$ cat config.mk
export PLATFORM = sky130hd
export DESIGN_NAME = lru_page_replacement
export DESIGN_NICKNAME = d
export VERILOG_FILES = /design/src/rtl/core/lru_pkg.sv /design/src/rtl/core/lru_page_replacement.sv /design/src/rtl/core/lru_ctrl.sv /design/src/rtl/core/lru_datapath.sv
export SDC_FILE = /design/constraint.sdc
export NUM_CORES = 1
export LEC_CHECK = 0
export BUFFER_PORTS_ARGS = -buffer_cell sky130_fd_sc_hd__buf_4
export CORE_ASPECT_RATIO = 0.7
export CORE_UTILIZATION = 35
export DETAILED_ROUTE_END_ITERATION = 6
export PLACE_DENSITY_LB_ADDON = 0.08
export SETUP_SLACK_MARGIN = 0.05
export SYNTH_ARGS = -nofsm -noshare
export SYNTH_HDL_FRONTEND = slang
export SYNTH_SLANG_ARGS = --single-unit
$ cat constraint.sdc
create_clock -name clock -period 22.1 [get_ports clock]
set_clock_uncertainty 0.2 [all_clocks]
set_input_delay 4.42 -clock clock [delete_from_list [all_inputs] [get_ports clock]]
set_output_delay 4.42 -clock clock [all_outputs]
set_load 0.005 [all_outputs]
$ cat src/rtl/core/lru_pkg.sv
`timescale 1ns / 1ps
`default_nettype none

package lru_pkg;

   // Store geometry
   localparam int FRAMES        = 8;
   localparam int PAGE_BITS     = 8;
   localparam int COUNT_BITS    = 16;
   localparam int SLOT_BITS     = (FRAMES > 1) ? $clog2(FRAMES) : 1;
   localparam int RANK_BITS     = (FRAMES > 1) ? $clog2(FRAMES) : 1;
   localparam int LIMIT_BITS    = RANK_BITS + 1;

   // Port widths fixed by the interface
   localparam int REQ_PAGE_BITS = 8;
   localparam int RSP_SLOT_BITS = 3;
   localparam int RSP_CNT_BITS  = 16;
   localparam int CFG_BITS      = 4;

   localparam logic [CFG_BITS-1:0]   CFG_RESET = CFG_BITS'(8);
   localparam logic [RANK_BITS-1:0]  RANK_MAX  = RANK_BITS'(FRAMES - 1);
   localparam logic [LIMIT_BITS-1:0] LIMIT_ALL = LIMIT_BITS'(FRAMES);
   localparam logic [COUNT_BITS-1:0] COUNT_MAX = {COUNT_BITS{1'b1}};

   typedef enum logic [1:0] {
      ST_IDLE,
      ST_DECIDE,
      ST_COMMIT
   } lru_state_type;

   // Controller to datapath commands
   typedef struct packed {
      logic load;     // capture request beat
      logic decide;   // register hit / slot / rank limit
      logic commit;   // update frames, ranks, totals, result
   } lru_cmd_type;

endpackage

`default_nettype wire

$ cat src/rtl/core/lru_page_replacement.sv
// LRU page frame store, fully associative over up to eight frames.
// Request: drive req_page and req_end_of_string with start high; the beat
// is taken at a rising edge where start is high and busy is low.
// Result: rsp_valid is high for exactly one cycle with rsp_hit, rsp_slot,
// rsp_hits_total, rsp_faults_total and rsp_run_done; the receiver cannot
// stall, so the result must be taken in that cycle.
// busy is high only in the compare cycle (ST_DECIDE), when the frames
// are searched for a match, an empty frame and the oldest rank; ranks,
// frames, totals and the result registers update in the next cycle
// (ST_COMMIT), in which a new request may already be accepted.
// Configuration: csr_valid/csr_ready write frames_in_use (csr_ready is
// always high); write only while no request is in flight.
// Reset (synchronous, active high): all frames empty, ranks and totals
// zero, frames_in_use = 8. A request with end_of_string set clears the
// frames and totals after its result.
`timescale 1ns / 1ps
`default_nettype none

module lru_page_replacement (
   input  wire logic                                clock,
   input  wire logic                                reset,
   input  wire logic                                start,
   output logic                                     busy,
   input  wire logic [lru_pkg::REQ_PAGE_BITS-1:0]   req_page,
   input  wire logic                                req_end_of_string,
   output logic                                     rsp_valid,
   output logic                                     rsp_hit,
   output logic [lru_pkg::RSP_SLOT_BITS-1:0]        rsp_slot,
   output logic [lru_pkg::RSP_CNT_BITS-1:0]         rsp_hits_total,
   output logic [lru_pkg::RSP_CNT_BITS-1:0]         rsp_faults_total,
   output logic                                     rsp_run_done,
   input  wire logic                                csr_valid,
   output logic                                     csr_ready,
   input  wire logic [lru_pkg::CFG_BITS-1:0]        csr_data
);
   import lru_pkg::*;

   lru_cmd_type cmd;

   assign csr_ready = 1'b1;

   lru_ctrl u_ctrl (
      .clock     (clock),
      .reset     (reset),
      .start     (start),
      .busy      (busy),
      .rsp_valid (rsp_valid),
      .cmd       (cmd)
   );

   lru_datapath u_datapath (
      .clock             (clock),
      .reset             (reset),
      .cmd               (cmd),
      .req_page          (req_page),
      .req_end_of_string (req_end_of_string),
      .csr_valid         (csr_valid && csr_ready),
      .csr_data          (csr_data),
      .rsp_hit           (rsp_hit),
      .rsp_slot          (rsp_slot),
      .rsp_hits_total    (rsp_hits_total),
      .rsp_faults_total  (rsp_faults_total),
      .rsp_run_done      (rsp_run_done)
   );

endmodule

`default_nettype wire

$ cat src/rtl/core/lru_ctrl.sv
`timescale 1ns / 1ps
`default_nettype none

module lru_ctrl (
   input  wire logic                clock,
   input  wire logic                reset,
   input  wire logic                start,
   output logic                     busy,
   output logic                     rsp_valid,
   output lru_pkg::lru_cmd_type     cmd
);
   import lru_pkg::*;

   lru_state_type state_ff, state_in;
   logic          rsp_valid_ff, rsp_valid_in;
   logic          accept;

   // Accept in idle and in the commit cycle; decide reads the updated store
   assign busy   = (state_ff == ST_DECIDE);
   assign accept = start && !busy;

   // Next state
   always_comb begin
      state_in = state_ff;
      unique case (state_ff)
         ST_IDLE:   if (accept) state_in = ST_DECIDE;
         ST_DECIDE: state_in = ST_COMMIT;
         ST_COMMIT: state_in = accept ? ST_DECIDE : ST_IDLE;
         default:   state_in = ST_IDLE;
      endcase
   end

   // Commands
   always_comb begin
      cmd          = '0;
      cmd.load     = accept;
      rsp_valid_in = 1'b0;
      unique case (state_ff)
         ST_IDLE:   ;
         ST_DECIDE: cmd.decide = 1'b1;
         ST_COMMIT: begin
            cmd.commit   = 1'b1;
            rsp_valid_in = 1'b1;
         end
         default:   ;
      endcase
   end

   always_ff @(posedge clock) begin
      if (reset) begin
         state_ff     <= ST_IDLE;
         rsp_valid_ff <= 1'b0;
      end else begin
         state_ff     <= state_in;
         rsp_valid_ff <= rsp_valid_in;
      end
   end

   assign rsp_valid = rsp_valid_ff;

endmodule

`default_nettype wire

$ cat src/rtl/core/lru_datapath.sv
`timescale 1ns / 1ps
`default_nettype none

module lru_datapath (
   input  wire logic                                clock,
   input  wire logic                                reset,
   input  wire lru_pkg::lru_cmd_type                cmd,
   input  wire logic [lru_pkg::REQ_PAGE_BITS-1:0]   req_page,
   input  wire logic                                req_end_of_string,
   input  wire logic                                csr_valid,
   input  wire logic [lru_pkg::CFG_BITS-1:0]        csr_data,
   output logic                                     rsp_hit,
   output logic [lru_pkg::RSP_SLOT_BITS-1:0]        rsp_slot,
   output logic [lru_pkg::RSP_CNT_BITS-1:0]         rsp_hits_total,
   output logic [lru_pkg::RSP_CNT_BITS-1:0]         rsp_faults_total,
   output logic                                     rsp_run_done
);
   import lru_pkg::*;

   // Configuration and request registers
   logic [CFG_BITS-1:0]   cfg_ff;
   logic [PAGE_BITS-1:0]  page_ff;
   logic                  last_ff;

   // Frame store
   logic [PAGE_BITS-1:0]  frame_page_ff [FRAMES];
   logic [FRAMES-1:0]     frame_valid_ff;
   logic [RANK_BITS-1:0]  rank_ff       [FRAMES];
   logic [COUNT_BITS-1:0] hit_count_ff, fault_count_ff;

   // Decision registers
   logic                  hit_ff;
   logic [SLOT_BITS-1:0]  slot_ff;
   logic [LIMIT_BITS-1:0] limit_ff;

   // Result registers
   logic                  out_hit_ff, out_last_ff;
   logic [SLOT_BITS-1:0]  out_slot_ff;
   logic [COUNT_BITS-1:0] out_hits_ff, out_faults_ff;

   logic [CFG_BITS-1:0]   cfg_eff;
   logic [FRAMES-1:0]     active;
   logic                  match_found, empty_found;
   logic [SLOT_BITS-1:0]  match_idx, empty_idx, victim_idx;
   logic [RANK_BITS-1:0]  victim_rank;
   logic                  dec_hit;
   logic [SLOT_BITS-1:0]  dec_slot;
   logic [LIMIT_BITS-1:0] dec_limit;
   logic [COUNT_BITS-1:0] hit_count_in, fault_count_in;

   // Frames taking part: zero counts as one, above FRAMES clamps naturally
   assign cfg_eff = (cfg_ff == '0) ? CFG_BITS'(1) : cfg_ff;
   always_comb begin
      for (int i = 0; i < FRAMES; i++) begin
         active[i] = (i < int'(cfg_eff));
      end
   end

   // Lowest matching frame and lowest empty frame
   always_comb begin
      match_found = 1'b0;
      match_idx   = '0;
      empty_found = 1'b0;
      empty_idx   = '0;
      for (int i = FRAMES - 1; i >= 0; i--) begin
         if (active[i] && frame_valid_ff[i] && frame_page_ff[i] == page_ff) begin
            match_found = 1'b1;
            match_idx   = SLOT_BITS'(i);
         end
         if (active[i] && !frame_valid_ff[i]) begin
            empty_found = 1'b1;
            empty_idx   = SLOT_BITS'(i);
         end
      end
   end

   // Oldest frame, lowest index on ties
   always_comb begin
      victim_idx  = '0;
      victim_rank = rank_ff[0];
      for (int i = 1; i < FRAMES; i++) begin
         if (active[i] && rank_ff[i] > victim_rank) begin
            victim_idx  = SLOT_BITS'(i);
            victim_rank = rank_ff[i];
         end
      end
   end

   // Slot and aging limit: a fill ages every active valid frame
   always_comb begin
      if (match_found) begin
         dec_hit   = 1'b1;
         dec_slot  = match_idx;
         dec_limit = {1'b0, rank_ff[match_idx]};
      end else if (empty_found) begin
         dec_hit   = 1'b0;
         dec_slot  = empty_idx;
         dec_limit = LIMIT_ALL;
      end else begin
         dec_hit   = 1'b0;
         dec_slot  = victim_idx;
         dec_limit = {1'b0, victim_rank};
      end
   end

   // Saturating totals including this beat
   always_comb begin
      hit_count_in   = hit_count_ff;
      fault_count_in = fault_count_ff;
      if (hit_ff) begin
         if (hit_count_ff != COUNT_MAX) hit_count_in = hit_count_ff + COUNT_BITS'(1);
      end else begin
         if (fault_count_ff != COUNT_MAX) fault_count_in = fault_count_ff + COUNT_BITS'(1);
      end
   end

   // Configuration register
   always_ff @(posedge clock) begin
      if (reset) begin
         cfg_ff <= CFG_RESET;
      end else if (csr_valid) begin
         cfg_ff <= csr_data;
      end
   end

   // Request and decision capture
   always_ff @(posedge clock) begin
      if (cmd.load) begin
         page_ff <= req_page[PAGE_BITS-1:0];
         last_ff <= req_end_of_string;
      end
      if (cmd.decide) begin
         hit_ff   <= dec_hit;
         slot_ff  <= dec_slot;
         limit_ff <= dec_limit;
      end
   end

   // Page contents: written on a fault
   always_ff @(posedge clock) begin
      if (cmd.commit && !hit_ff) begin
         frame_page_ff[slot_ff] <= page_ff;
      end
   end

   // Valid bits, ranks and totals
   always_ff @(posedge clock) begin
      if (reset) begin
         frame_valid_ff <= '0;
         hit_count_ff   <= '0;
         fault_count_ff <= '0;
         for (int i = 0; i < FRAMES; i++) begin
            rank_ff[i] <= '0;
         end
      end else if (cmd.commit) begin
         if (last_ff) begin
            frame_valid_ff <= '0;
            hit_count_ff   <= '0;
            fault_count_ff <= '0;
            for (int i = 0; i < FRAMES; i++) begin
               rank_ff[i] <= '0;
            end
         end else begin
            hit_count_ff   <= hit_count_in;
            fault_count_ff <= fault_count_in;
            for (int i = 0; i < FRAMES; i++) begin
               if (SLOT_BITS'(i) == slot_ff) begin
                  rank_ff[i]        <= '0;
                  frame_valid_ff[i] <= 1'b1;
               end else if (active[i] && frame_valid_ff[i] &&
                            {1'b0, rank_ff[i]} < limit_ff && rank_ff[i] < RANK_MAX) begin
                  rank_ff[i] <= rank_ff[i] + RANK_BITS'(1);
               end
            end
         end
      end
   end

   // Result beat
   always_ff @(posedge clock) begin
      if (cmd.commit) begin
         out_hit_ff    <= hit_ff;
         out_slot_ff   <= slot_ff;
         out_hits_ff   <= hit_count_in;
         out_faults_ff <= fault_count_in;
         out_last_ff   <= last_ff;
      end
   end

   assign rsp_hit          = out_hit_ff;
   assign rsp_slot         = RSP_SLOT_BITS'(out_slot_ff);
   assign rsp_hits_total   = RSP_CNT_BITS'(out_hits_ff);
   assign rsp_faults_total = RSP_CNT_BITS'(out_faults_ff);
   assign rsp_run_done     = out_last_ff;

endmodule

`default_nettype wire
==> results of run 1 <==
==> final cells by class <==
type | count | area share, %
timing repair buffer | 61 | 4.17
sequential | 189 | 47.5
tap | 364 | 4.15
inverter | 34 | 1.16
multi-input combinational | 647 | 38.0
clock buffer | 20 | 3.98
clock inverter | 12 | 1.05
==> path summary, 6_finish.rpt <==
path                                          endpoint  slack, ps  cells past startpoint
worst min-delay path                u_ctrl.state_ff[0]        250                      1
worst min register to register      u_ctrl.state_ff[0]        250                      1
worst max-delay path            u_datapath.limit_ff[2]      12070                     37
worst max register to register  u_datapath.limit_ff[2]      12070                     37
==> per-stage QoR <==
step / util [%] / worst slack [ps] / cells
5_1_grt: 40.8 / 11280 / 1327
4_1_cts: 40.8 / 12120 / 1327
3_3_place_gp: 38.7 / 12450 / 1295
3_5_place_dp: 38.7 / 12140 / 1295
2_1_floorplan: - / 13200 / 909
6_report: 40.8 / 12070 / 1327
==> synthesized netlist by cell type (all sizes together) (27+ instances only) <==
cell	instances	area share (%)
inv	34	1.3
nand3	29	1.5
dfxtp	47	9.7
clkbuf	34	1.3
nor2	125	4.9
edfxtp	142	44
nand2	59	2.3
xor2	27	2.4
xnor2	67	6.1
a21oi	43	2.2
o21ai	39	2.0
ha	39	5.1
a22oi	27	2.1
==> worst max-delay path, delay by kind of cell (launching register included) <==
family	cells	cell delay [ps]
and+or+nand+nor	10	1990
AOI/OAI and AO/OA	17	3980
DFF	1	490
muxes	3	1100
adders and majority gates	7	2090
==> registers in the layout, indices dropped and copies added, names as in the netlist <==
| register | count |
|---|---|
| u_datapath.frame_page_ff | 64 |
| u_datapath.hit_count_ff | 16 |
| u_datapath.rsp_faults_total | 16 |
| u_ctrl.state_ff | 2 |
| u_datapath.fault_count_ff | 16 |
| u_datapath.rsp_hit | 1 |
| u_datapath.slot_ff | 3 |
| u_datapath.limit_ff | 4 |
| u_datapath.page_ff | 8 |
| u_datapath.rank_ff | 24 |
| u_datapath.cfg_ff | 4 |
| u_datapath.hit_ff | 1 |
| u_datapath.rsp_hits_total | 16 |
| u_datapath.frame_valid_ff | 8 |
| u_datapath.last_ff | 1 |
| u_datapath.rsp_slot | 3 |
| u_datapath.rsp_run_done | 1 |
| u_ctrl.rsp_valid | 1 |
==> routing by layer <==
metal / share of wire [%] / vias to the layer above / track usage (%)
met5: 0 / - / 0
met4: 1.1 / 0 / 4.70
met3: 5.1 / 16 / 3.40
met2: 39 / 175 / 23.0
met1: 55 / 3284 / 28.3
li1: - / 3399 / -
==> cell families (layout without fill, tap and decap cells) <==
logic type | count (synthesis) | count (layout) | share of synthesized area (%)
adders and majority gates | 39 | 39 | 5.05
xor gates and xnor gates | 94 | 94 | 8.52
buffers and inverters | 73 | 127 | 2.97
and+or+nand+nor | 304 | 304 | 14.6
other | 1 | 1 | 0.0388
DFF | 189 | 189 | 53.9
AOI/OAI and AO/OA | 191 | 191 | 13.0
muxes | 18 | 18 | 2.01
==> where the power goes <==
part	switching, mW	internal [mW]	leakage [nW]
clock network	0.140	0.157	0.272
logic	0.0397	0.0296	1.97
registers	0.0138	0.387	1.71
total	0.193	0.573	3.95
==> results.json, run 1 <==
{
  "clock_sinks": 189,
  "cts_resized": 0,
  "overflow": 0,
  "die_width_um": 201,
  "final_cell_area_mm2": 0.0110,
  "initial_core_util_pct": 35.9,
  "clkLatencyLatePin_ps": 440,
  "antenna_found_initial": 0,
  "worstSetupEndpointType": "flip-flop",
  "worstSetupStartpoint": "u_datapath.rank_ff[1][1]",
  "maxCapViolCount": 0,
  "min_path_type": "flip-flop to flip-flop",
  "cts_made_buffers": 17,
  "post-route-period-util_pct": 45.4,
  "gp_congestion": 0.869,
  "synth_edf_count": 142,
  "coreArea_mm2": 0.0269,
  "h-tree-depth": 4,
  "ys.flop_type": "edfxtp_1",
  "synth_area_per_cell_um2": 10.6,
  "final_nets": 1006,
  "grt_max_degree": 59,
  "rsz0062_at_grt": "false",
  "critPathMaxFanout": 7,
  "r2r-start": "u_datapath.rank_ff[1][1]",
  "vias_per_cell": 5.18,
  "cp.required_ps": 22180,
  "holdBufCountCts": 0,
  "final_cell_mix": "142 x edfxtp_1, 124 x nor2_1, 67 x xnor2_1, 61 x buf_4, 59 x nand2_1",
  "drt_iter0_drc": 580,
  "postPlaceCellArea_mm2": 0.0104,
  "synth_cell_type_count": 61,
  "syn_nets": 965,
  "die_area_mm2": 0.0283,
  "syn_to_final_growth_pct": 13.5,
  "grt_usage_pct": 17.5,
  "synth_warnings": 0,
  "die_y_um": 141,
  "startpoint_type": "flip-flop",
  "tns_ps": 0,
  "synth_area_mm2": 0.00966,
  "setup_viol": 0,
  "fmax_mhz": 99.7,
  "synth-seq-cells": 189,
  "layout_commonest_cell": "edfxtp_1",
  "ys_seq_area_share_pct": 53.9,
  "outcome": "complete, no violations",
  "ant_nets": 0,
  "cts_setup_buffers": 0,
  "crit_path_frequent_cell": "ha_1",
  "ir_worst_vdd_v": 0.0000574,
  "clkTransAtPathRegs_ps": 70,
  "cts_tree": "built",
  "grt_pass1_wl_um": 37200,
  "multi_input_area_mm2": 0.00417,
  "arrival_ps": 10110,
  "dpl.hpwl_um": 16900,
  "hold_viol": 0,
  "dr.pass1.iters": 7,
  "port_buffers": 55,
  "fin_hold_ws_ps": 253,
  "power.total_uw": 766,
  "leakage_nw": 3.95,
  "critPathKind": "flip-flop to flip-flop",
  "grt_pass1_vias": 6108,
  "slowest_delay_ps": 770,
  "syn_inst": 909,
  "postSynth.asyncResetShare_pct": 0,
  "drt-wirelength-per-cell_um": 18.2,
  "drc": 0,
  "rows": 50,
  "period_minus_slack_ps": 10030,
  "fill_cells": 2631,
  "routed_wl_um": 24200,
  "worstHoldStart": "u_ctrl.state_ff[0]",
  "crit_slowest_cell": "a311oi_1",
  "register_area_mm2": 0.00520,
  "io_pins": 57,
  "relSlewSlack_pct": 23.4,
  "diodes": 0,
  "cts_buffer_depth": 2,
  "maxSlewViolCount": 0,
  "worst_slew_pin_slew_ps": 1140,
  "vias": 6874,
  "clockRootBuffer": "clkbuf_16",
  "layout-drive-gt1-share_pct": 11.1,
  "power.density_mw_per_mm2": 69.9
}
Note: power is estimated with default switching activity, not from simulation.
==> run 2: changes to the inputs <==
--- a/config.mk
+++ b/config.mk
@@ -5,6 +5,7 @@
 export SDC_FILE = /design/constraint.sdc
 export NUM_CORES = 1
 export LEC_CHECK = 0
+export ABC_AREA = 1
 export BUFFER_PORTS_ARGS = -buffer_cell sky130_fd_sc_hd__buf_4
 export CORE_ASPECT_RATIO = 0.7
 export CORE_UTILIZATION = 35
==> constraint.sdc (replaced) <==
create_clock -name clock -period 10.5 [get_ports clock]
set_clock_uncertainty 0.2 [all_clocks]
set_input_delay 2.1 -clock clock [delete_from_list [all_inputs] [get_ports clock]]
set_output_delay 2.1 -clock clock [all_outputs]
set_load 0.005 [all_outputs]
==> run 2 against run 1 <==
  * Synthesized cell count is 16% higher
  * Worst setup slack worse by 11000 ps
  * Utilization is 0.65 points higher
  * Global-route usage is 0.60 points higher
  * Final area is 2.8% higher
  * Die area is 1.9% higher
  * First-iteration DRC count is 5.9% higher
  * Non-clock buffer count is 2 higher
  * Critical path type unchanged
  * Critical path depth is 16 higher
  * Area after synthesis is 1.9% higher
  * Largest power group unchanged
  * Combinational power grew to 2.9 times the previous value
  * Count of clock-buffer cells in the layout is 2 lower
==> results.json, run 2 <==
{
  "synth_edf_count": 142,
  "crit_path_frequent_cell": "o21ai_0",
  "initial_core_util_pct": 36.2,
  "final_util_pct": 41.4,
  "port_buffers": 55,
  "coreArea_mm2": 0.0272,
  "gr-usage-met1_pct": 29.4,
  "vias": 7259,
  "arrival_ps": 8930,
  "clkLatencyLatePin_ps": 440,
  "layout_commonest_cell": "nand2_1",
  "synth_area_leader_cell": "edfxtp_1",
  "final_cell_mix": "177 x nand2_1, 142 x edfxtp_1, 138 x inv_1, 91 x nor2_1, 66 x a21oi_1",
  "overflow": 0,
  "dpl.hpwl_um": 18100,
  "rows": 50,
  "synth-seq-cells": 189,
  "die_width_um": 202,
  "period_minus_slack_ps": 8950,
  "cp.buffers_inverters": 6,
  "tns_ps": 0,
  "rsz0062_at_grt": "false",
  "final_nets": 1169,
  "synth_top_area_share_pct": 43.3,
  "setup_viol": 0,
  "relSlewSlack_pct": 26.4,
  "ys_seq_area_share_pct": 52.9,
  "clkTransAtPathRegs_ps": 70,
  "synth.area.top_cells": "edfxtp_1 43%, dfxtp_1 9.6%, nand2_1 6.7%",
  "min_path_type": "flip-flop to flip-flop",
  "grtUsageMet2_pct": 24.1,
  "largestRegisters": "u_datapath.frame_page_ff: 64 flops, u_datapath.rank_ff: 24 flops",
  "worstSetupEndpointType": "flip-flop",
  "routed_wl_um": 25100,
  "h-tree-depth": 4,
  "cts_made_buffers": 17,
  "fmax_mhz": 112,
  "clockRootBuffer": "clkbuf_16",
  "io_pins": 57,
  "ant_nets": 0,
  "vias_per_cell": 4.87,
  "antenna_found_initial": 0,
  "hold_viol": 0,
  "maxCapViolCount": 0,
  "critPathMaxFanout": 6,
  "layout-drive-gt1-share_pct": 12.4,
  "regMostFlops": "u_datapath.frame_page_ff",
  "synth_warnings": 0,
  "ys.flop_type": "edfxtp_1",
  "holdBufCountCts": 0,
  "syn_to_final_growth_pct": 14.5,
  "cts_setup_buffers": 0,
  "cts_tree": "built",
  "grt_max_degree": 46,
  "post-route-period-util_pct": 85.3,
  "synth_area_mm2": 0.00985,
  "syn_nets": 1109,
  "ys_top_cells_by_count": "177 x nand2_1, 142 x edfxtp_1, 138 x inv_1",
  "startpoint_type": "flip-flop",
  "syn_inst": 1053,
  "grt_usage_pct": 18.1,
  "maxSlewViolCount": 0,
  "ir_worst_vdd_v": 0.000108,
  "drt-wirelength-per-cell_um": 16.9,
  "grt_pass1_wl_um": 39500,
  "grtUsageMet3_pct": 3.43,
  "cts_resized": 0,
  "cp.required_ps": 10480,
  "die_y_um": 142,
  "gp_congestion": 0.947,
  "drt_iter0_drc": 614,
  "power.density_mw_per_mm2": 150,
  "grt_pass1_vias": 6799,
  "drc": 0,
  "worst_slew_pin_slew_ps": 1100,
  "slowest_delay_ps": 490,
  "critPathKind": "flip-flop to flip-flop",
  "synth_area_per_cell_um2": 9.35,
  "power.total_mw": 1.69,
  "outcome": "complete, no violations",
  "leakage_nw": 4.48,
  "synth_cell_type_count": 46,
  "die_area_mm2": 0.0288,
  "crit_family": "simple AND/OR/NAND/NOR gates",
  "postPlaceCellArea_mm2": 0.0107,
  "top_usage_layer": "met1",
  "final_cell_area_mm2": 0.0113,
  "synth.most_common_cell": "nand2_1",
  "crit_slowest_cell": "edfxtp_1",
  "largest_register_ffs": 64,
  "dr.pass1.iters": 5,
  "clock_sinks": 189,
  "postSynth.asyncResetShare_pct": 0,
  "diodes": 0,
  "cts_buffer_depth": 2
}
-- run 2: path summary, 6_finish.rpt --
path	from	to	slack [ps]	cells after the start
worst min-delay path	u_ctrl.state_ff[1]	u_ctrl.state_ff[1]	260	1
worst max-delay path	u_datapath.rank_ff[0][2]	u_datapath.slot_ff[2]	1550	53
worst max register to register	u_datapath.rank_ff[0][2]	u_datapath.slot_ff[2]	1550	53
worst min register to register	u_ctrl.state_ff[1]	u_ctrl.state_ff[1]	260	1
-- run 2: area by class of cell --
| type | count | area (um2) |
|---|---|---|
| clock buffers | 18 | 429 |
| clock inverters | 14 | 155 |
| fillers | 2691 | 15900 |
| inverters | 145 | 547 |
| multi-input cells | 697 | 4010 |
| flip-flops and latches | 189 | 5200 |
| well taps | 364 | 455 |
| repair buffers | 63 | 473 |
-- run 2: report_power, final --
group          total, mW  internal, mW  switching (mW)
Combinational      0.198        0.0711           0.127
Clock              0.653         0.337           0.316
Sequential         0.837         0.814          0.0232
Total               1.69          1.22           0.466
-- run 2: layer usage --
metal / vias to the layer above / part of all wire [%]
met3: 18 / 5.2
met5: - / 0
met2: 168 / 38
met1: 3401 / 56
met4: 0 / 0.82
li1: 3672 / -
-- run 2: cells by family after synthesis --
kind of cell | Yosys count | synth area share [%]
and+or+nand+nor | 420 | 19.4
DFF | 189 | 52.9
buffers and inverters | 167 | 6.54
AOI/OAI and AO/OA | 154 | 8.82
xor gates and xnor gates | 82 | 7.29
adders and majority gates | 39 | 4.95
other | 1 | 0.0381
muxes | 1 | 0.114
-- run 2: through the flow --
step                setup slack [ps]  instances  hold slack (ps)
finish                          1550       1490              256
global placement                2070       1458              237
global route                     761       1490              290
detailed placement              1780       1458              240
CTS                             1690       1490              261
floorplan                       2840       1053              221
